## config.mk

```make
export PLATFORM = sky130hd
export DESIGN_NAME = dce_cell
export DESIGN_NICKNAME = d
export VERILOG_FILES = /design/src/sv/dce_pkg.sv /design/src/sv/dce_cell.sv
export SDC_FILE = /design/constraint.sdc
export NUM_CORES = 2
export LEC_CHECK = 0
export BUFFER_PORTS_ARGS = -buffer_cell sky130_fd_sc_hd__buf_2
export CORE_UTILIZATION = 42
export CTS_CLUSTER_DIAMETER = 60
export DETAILED_ROUTE_END_ITERATION = 10
export HOLD_SLACK_MARGIN = 0.1
export PLACE_DENSITY = 0.71
export SYNTH_ARGS = -nofsm -noshare
export SYNTH_HDL_FRONTEND = slang
export SYNTH_SLANG_ARGS = --single-unit
```

## constraint.sdc

```tcl
create_clock -name clock -period 19.4 [get_ports clock]
set_clock_uncertainty 0.15 [all_clocks]
set_input_delay 0.97 -clock clock [delete_from_list [all_inputs] [get_ports clock]]
set_output_delay 0.97 -clock clock [all_outputs]
set_load 0.01 [all_outputs]
```

## src/sv/dce_pkg.sv

```systemverilog
`timescale 1ns / 1ps
package dce_pkg;

   localparam int MAX_POINTS = 64;
   localparam int COORD_BITS = 16;
   localparam int IDX_W      = $clog2(MAX_POINTS);
   localparam int CNT_W      = IDX_W + 1;
   localparam int LBL_W      = 7;
   localparam int MIN_W      = 7;
   localparam int RADIUS_W   = 16;
   localparam int R2_W       = 2 * RADIUS_W;
   localparam int SQ_W       = 2 * COORD_BITS;
   localparam int SUM_W      = SQ_W + 2;
   localparam int CMP_W      = (SUM_W > R2_W) ? SUM_W : R2_W;
   localparam int CSR_IDX_W  = 2;
   localparam int CSR_DATA_W = 16;

   localparam logic [LBL_W-1:0] LBL_NOISE = LBL_W'(0);
   localparam logic [LBL_W-1:0] LBL_UNCL  = LBL_W'(127);

   localparam logic [CSR_IDX_W-1:0] CSR_MIN_POINTS = 2'd0;
   localparam logic [CSR_IDX_W-1:0] CSR_RADIUS     = 2'd1;
   localparam logic [CSR_IDX_W-1:0] CSR_USE_Z      = 2'd2;

   typedef logic [1:0] op_type;
   localparam op_type OP_COUNT  = 2'd0;
   localparam op_type OP_SEED   = 2'd1;
   localparam op_type OP_EXPAND = 2'd2;

   typedef struct packed {
      logic signed [COORD_BITS-1:0] x;
      logic signed [COORD_BITS-1:0] y;
      logic signed [COORD_BITS-1:0] z;
   } coord_type;

   typedef struct packed {
      logic             valid;
      op_type           op;
      logic [LBL_W-1:0] id;
      coord_type        pt;
   } token_type;

   typedef struct packed {
      logic             hit;
      logic             push;
      logic [IDX_W-1:0] idx;
   } cell_res_type;

   typedef struct packed {
      logic             clr_all;
      logic             noise_en;
      logic [IDX_W-1:0] noise_idx;
      logic             flush;
   } lbl_cmd_type;

   typedef struct packed {
      logic             en;
      logic [IDX_W-1:0] idx;
      coord_type        pt;
   } load_type;

endpackage

```

## src/sv/dce_cell.sv

```systemverilog
`timescale 1ns / 1ps
module dce_cell (
   input  logic                         clock,
   input  logic                         reset,
   input  logic [dce_pkg::IDX_W-1:0]    cell_idx,
   input  dce_pkg::load_type            load,
   input  dce_pkg::lbl_cmd_type         lbl_cmd,
   input  dce_pkg::token_type           tok_up,
   input  logic                         use_z,
   input  logic [dce_pkg::R2_W-1:0]     radius_sq,
   output dce_pkg::token_type           tok_dn,
   output dce_pkg::cell_res_type        res,
   output dce_pkg::coord_type           point,
   output logic [dce_pkg::LBL_W-1:0]    label
);
   import dce_pkg::*;

   coord_type        point_ff;
   logic             used_ff;
   logic             used_in;
   logic [LBL_W-1:0] label_ff;
   logic [LBL_W-1:0] label_in;
   logic [SQ_W-1:0]  sq_x_ff, sq_y_ff, sq_z_ff;
   logic [SQ_W-1:0]  sq_x_in, sq_y_in, sq_z_in;
   token_type        tok_ff;
   logic [SUM_W-1:0] sum;
   logic             hit;
   logic             push;

   function automatic logic [COORD_BITS-1:0] abs_diff(
      input logic signed [COORD_BITS-1:0] a,
      input logic signed [COORD_BITS-1:0] b
   );
      logic signed [COORD_BITS:0] d;
      begin
         d = {a[COORD_BITS-1], a} - {b[COORD_BITS-1], b};
         if (d[COORD_BITS]) begin
            d = -d;
         end
         return d[COORD_BITS-1:0];
      end
   endfunction

   always_comb begin
      sq_x_in = SQ_W'(abs_diff(tok_up.pt.x, point_ff.x)) * SQ_W'(abs_diff(tok_up.pt.x, point_ff.x));
      sq_y_in = SQ_W'(abs_diff(tok_up.pt.y, point_ff.y)) * SQ_W'(abs_diff(tok_up.pt.y, point_ff.y));
      sq_z_in = SQ_W'(abs_diff(tok_up.pt.z, point_ff.z)) * SQ_W'(abs_diff(tok_up.pt.z, point_ff.z));
   end

   always_comb begin
      sum = SUM_W'(sq_x_ff) + SUM_W'(sq_y_ff) + (use_z ? SUM_W'(sq_z_ff) : '0);
      hit = tok_ff.valid && used_ff && (CMP_W'(sum) <= CMP_W'(radius_sq));
      label_in = label_ff;
      push = 1'b0;
      if (lbl_cmd.clr_all) begin
         label_in = LBL_UNCL;
      end else if (lbl_cmd.noise_en && (lbl_cmd.noise_idx == cell_idx)) begin
         label_in = LBL_NOISE;
      end else if (hit) begin
         unique case (tok_ff.op)
            OP_SEED: begin
               label_in = tok_ff.id;
               push = 1'b1;
            end
            OP_EXPAND: begin
               if (label_ff == LBL_UNCL) begin
                  label_in = tok_ff.id;
                  push = 1'b1;
               end else if (label_ff == LBL_NOISE) begin
                  label_in = tok_ff.id;
               end
            end
            default: ;
         endcase
      end
   end

   always_comb begin
      used_in = used_ff;
      if (load.en && (load.idx == cell_idx)) begin
         used_in = 1'b1;
      end else if (lbl_cmd.flush) begin
         used_in = 1'b0;
      end
   end

   always_ff @(posedge clock) begin
      if (reset) begin
         used_ff <= 1'b0;
         tok_ff <= '0;
      end else begin
         used_ff <= used_in;
         tok_ff <= tok_up;
      end
   end

   always_ff @(posedge clock) begin
      if (load.en && (load.idx == cell_idx)) begin
         point_ff <= load.pt;
      end
      label_ff <= label_in;
      sq_x_ff <= sq_x_in;
      sq_y_ff <= sq_y_in;
      sq_z_ff <= sq_z_in;
   end

   assign tok_dn   = tok_ff;
   assign res.hit  = hit;
   assign res.push = push;
   assign res.idx  = push ? cell_idx : '0;
   assign point    = point_ff;
   assign label    = label_ff;

endmodule

```

==> impl_metrics.ini <==
[outcome]
outcome = finished, final reports clean

[sta]
rsz0062_at_grt = false
drv_slew = 0
fmax_mhz = 91.55
period_needed_ns = 10.92
tns_ns = 0
max_slew_margin_pct = 21.32
period_share_pct = 56.30
whs_ns = 0.3644
setup_violations = 0
final-hold-violation-count = 0
tightest_slew_ns = 1.172

[placed_design]
gp_congestion = 0.9544
io_buffers = 283
placed_area_sq_um = 36270
place_hpwl_microns = 70980

[critical_path]
start_kind = input port
r2r_start = point[16]
crit_start = tok_up[16]
cp_slowest_cell = xor2_1
ff2ff_setup_slack_ns = 8.58
cp.required_ns = 19.68
crit_fanout = 15
endpoint = sq_y_ff[31]
r2r_cells = 34
slowest_delay_ns = 0.81
worst_path_most_repeated_cell = fa_1
crit_type = in2reg
cp.arrival_ns = 11.20
cp.depth = 36
critPathBufInv = 9
path_delay_family = adder cells
r2r_end = sq_y_ff[31]
cp-end-kind = register

[logic_synthesis]
synth_area_leaders = fa_1, ha_1, dfxtp_1
syn-cell-area_sq_um = 33610
ys_seq_area_share_pct = 13.76
synth_seq_cells = 207
synth_xor_area_share_pct = 5.382
synth_compound_area_share_pct = 10.90
synth_top_cell_area_share_pct = 31.21
synth_simple_gate_area_share_pct = 13.10
netlist_instances = 3726
yosysWarnings = 0
synth-adder-area-share_pct = 46.13
muxShareOfSynthArea_pct = 0.3127
avgSynthCellArea_sq_um = 9.021
yosysUniqueCellTypes = 101
synth_top_area_cell = fa_1
synth-main-ff-cell = dfxtp_1
synth_top_family_by_area = adder cells
async_flop_share_pct = 0
synth_edf_count = 48

[floorplan]
dieArea_sq_um = 81170
initial_core_util_pct = 42.48
io_pins = 284
row_count = 103
coreArea_sq_um = 79130
dieWidth_microns = 284.9
die_h_microns = 284.9

[clock_tree]
htree_num_levels = 1
cts_max_path_buffers = 3
cts.sinks = 207
clockRootBuffer = clkbuf_16
ctsResizeCount = 0
clkTransAtPathRegs_ns = 0.07
numCtsBuffers = 28
clock_latency_ns = 0.63
cts_tree = yes
ctsHoldBuffers = 0
post_cts_buffers = 0

[global_routing]
grt_max_degree = 60
grt_pass1_vias = 27030
grtUsageTotal_pct = 20.75
grt_overflow = 0
grt_pass1_wl_microns = 136100
antenna_found_initial = 4

[detailed_routing]
drt_pass1_iterations = 6
wl_per_cell_microns = 16.46
drc = 0
antenna_left = 0
drtIter0Drc = 1650
via_per_inst = 5.110
wl_microns = 83470
num_vias = 25910

[final_layout]
multiInputGateArea_sq_um = 25510
stdcell_area_sq_um = 37200
nFillCells = 7584
area_delta_synth_final_pct = 10.68
drive_above_1_share_pct = 10.25
nNetsFinal = 5085
regArea_sq_um = 4624

[flow_run]
drv_cap = 0

[hold_path]
hold_path_class = in2reg
## layer usage
metal | track usage (%) | vias up | part of all wire, %
met1 | 28.25 | 12640 | 44
li1 | - | 12380 | -
met3 | 3.376 | 120 | 7.4
met2 | 34.16 | 773 | 46
met5 | 0 | - | 0
met4 | 5.602 | 0 | 2.4
## placed cells by master (no fill, tap or decap), types with 19 or more instances in the layout
cell type and instances:
and3_1 21, o21a_1 29, ha_1 401, xnor2_1 124, nor2b_1 79, o21ai_0 84, inv_1 833, nor2_1 277
o21bai_1 20, nand4_1 25, buf_4 29, a21oi_1 153, buf_2 283, nand2b_1 44, a31oi_1 23, fa_1 524
dfxtp_1 159, clkbuf_16 28, and2_1 58, a211oi_1 19, nand3_1 31, nor3_1 54, edfxtp_1 48, xor2_1 67
nand2_1 267, a21o_1 73
## logic make-up (layout without fill, tap and decap cells)
logic type | count (synthesis) | after routing
simple gates | 922 | 922
xor+xnor | 198 | 198
fa+ha+maj | 925 | 925
mux | 10 | 10
other cells | 2 | 4
flops | 207 | 207
compound gates | 540 | 540
buf+inv | 922 | 1214
## worst register-to-register path, delay by kind of cell, from the launching register on
family                     cells  cell delay (ns)
AOI/OAI and AO/OA             12             3.27
adders and majority gates      9             3.91
DFF                            1             0.42
xor gates and xnor gates       2             1.10
buffers and inverters          7             1.12
and+or+nand+nor                4             0.68
## registers in the layout, indices dropped and copies added (netlist names)
register  cells
used_ff       1
label         7
sq_y_ff      31
sq_x_ff      31
point        48
sq_z_ff      31
tok_dn       58
## Yosys cell counts, types with 12 or more instances
library cell / count
nor2_1: 277
ha_1: 401
nand4_1: 25
a21o_1: 73
xnor2_1: 124
nand2b_1: 44
and2_1: 58
dfxtp_1: 159
o21bai_1: 20
o21ai_0: 84
o21a_1: 29
a21oi_1: 153
clkbuf_1: 58
xor2_1: 68
nor3_1: 54
edfxtp_1: 48
a211oi_1: 19
clkinv_1: 12
nand3_1: 31
inv_1: 833
nor2b_1: 79
a31oi_1: 23
and3_1: 21
fa_1: 524
o31ai_1: 17
nand2_1: 267
## worst min path at each step
stage	from	end	slack, ns	cells after the start
floorplan	used_ff	used_ff	0.31	2
global placement	used_ff	used_ff	0.33	2
detailed placement	used_ff	used_ff	0.37	2
CTS	load[35]	point[35]	0.33	1
global route	load[35]	point[35]	0.34	1
finish	load[36]	point[36]	0.36	1
## area by class of cell
type	instances	share of cell area, %
clock buffers	32	1.924
multi-input cells	2598	68.57
diodes	1	0.006726
repair buffers	312	4.392
inverters	850	8.576
flip-flops and latches	207	12.43
clock inverters	20	0.5717
well taps	1050	3.531
## metrics by stage
step / cells / setup slack, ns / util [%]
after floorplan: 3727 / 9.566 / -
after global placement: 5017 / 8.288 / 45.84
after detailed placement: 5017 / 8.097 / 45.84
after CTS: 5069 / 8.642 / 47.01
after global routing: 5070 / 7.911 / 47.02
final: 5070 / 8.477 / 47.02
Power is not shown: default switching activity piles up to over one toggle a cycle in this logic, so the estimate is an artifact.
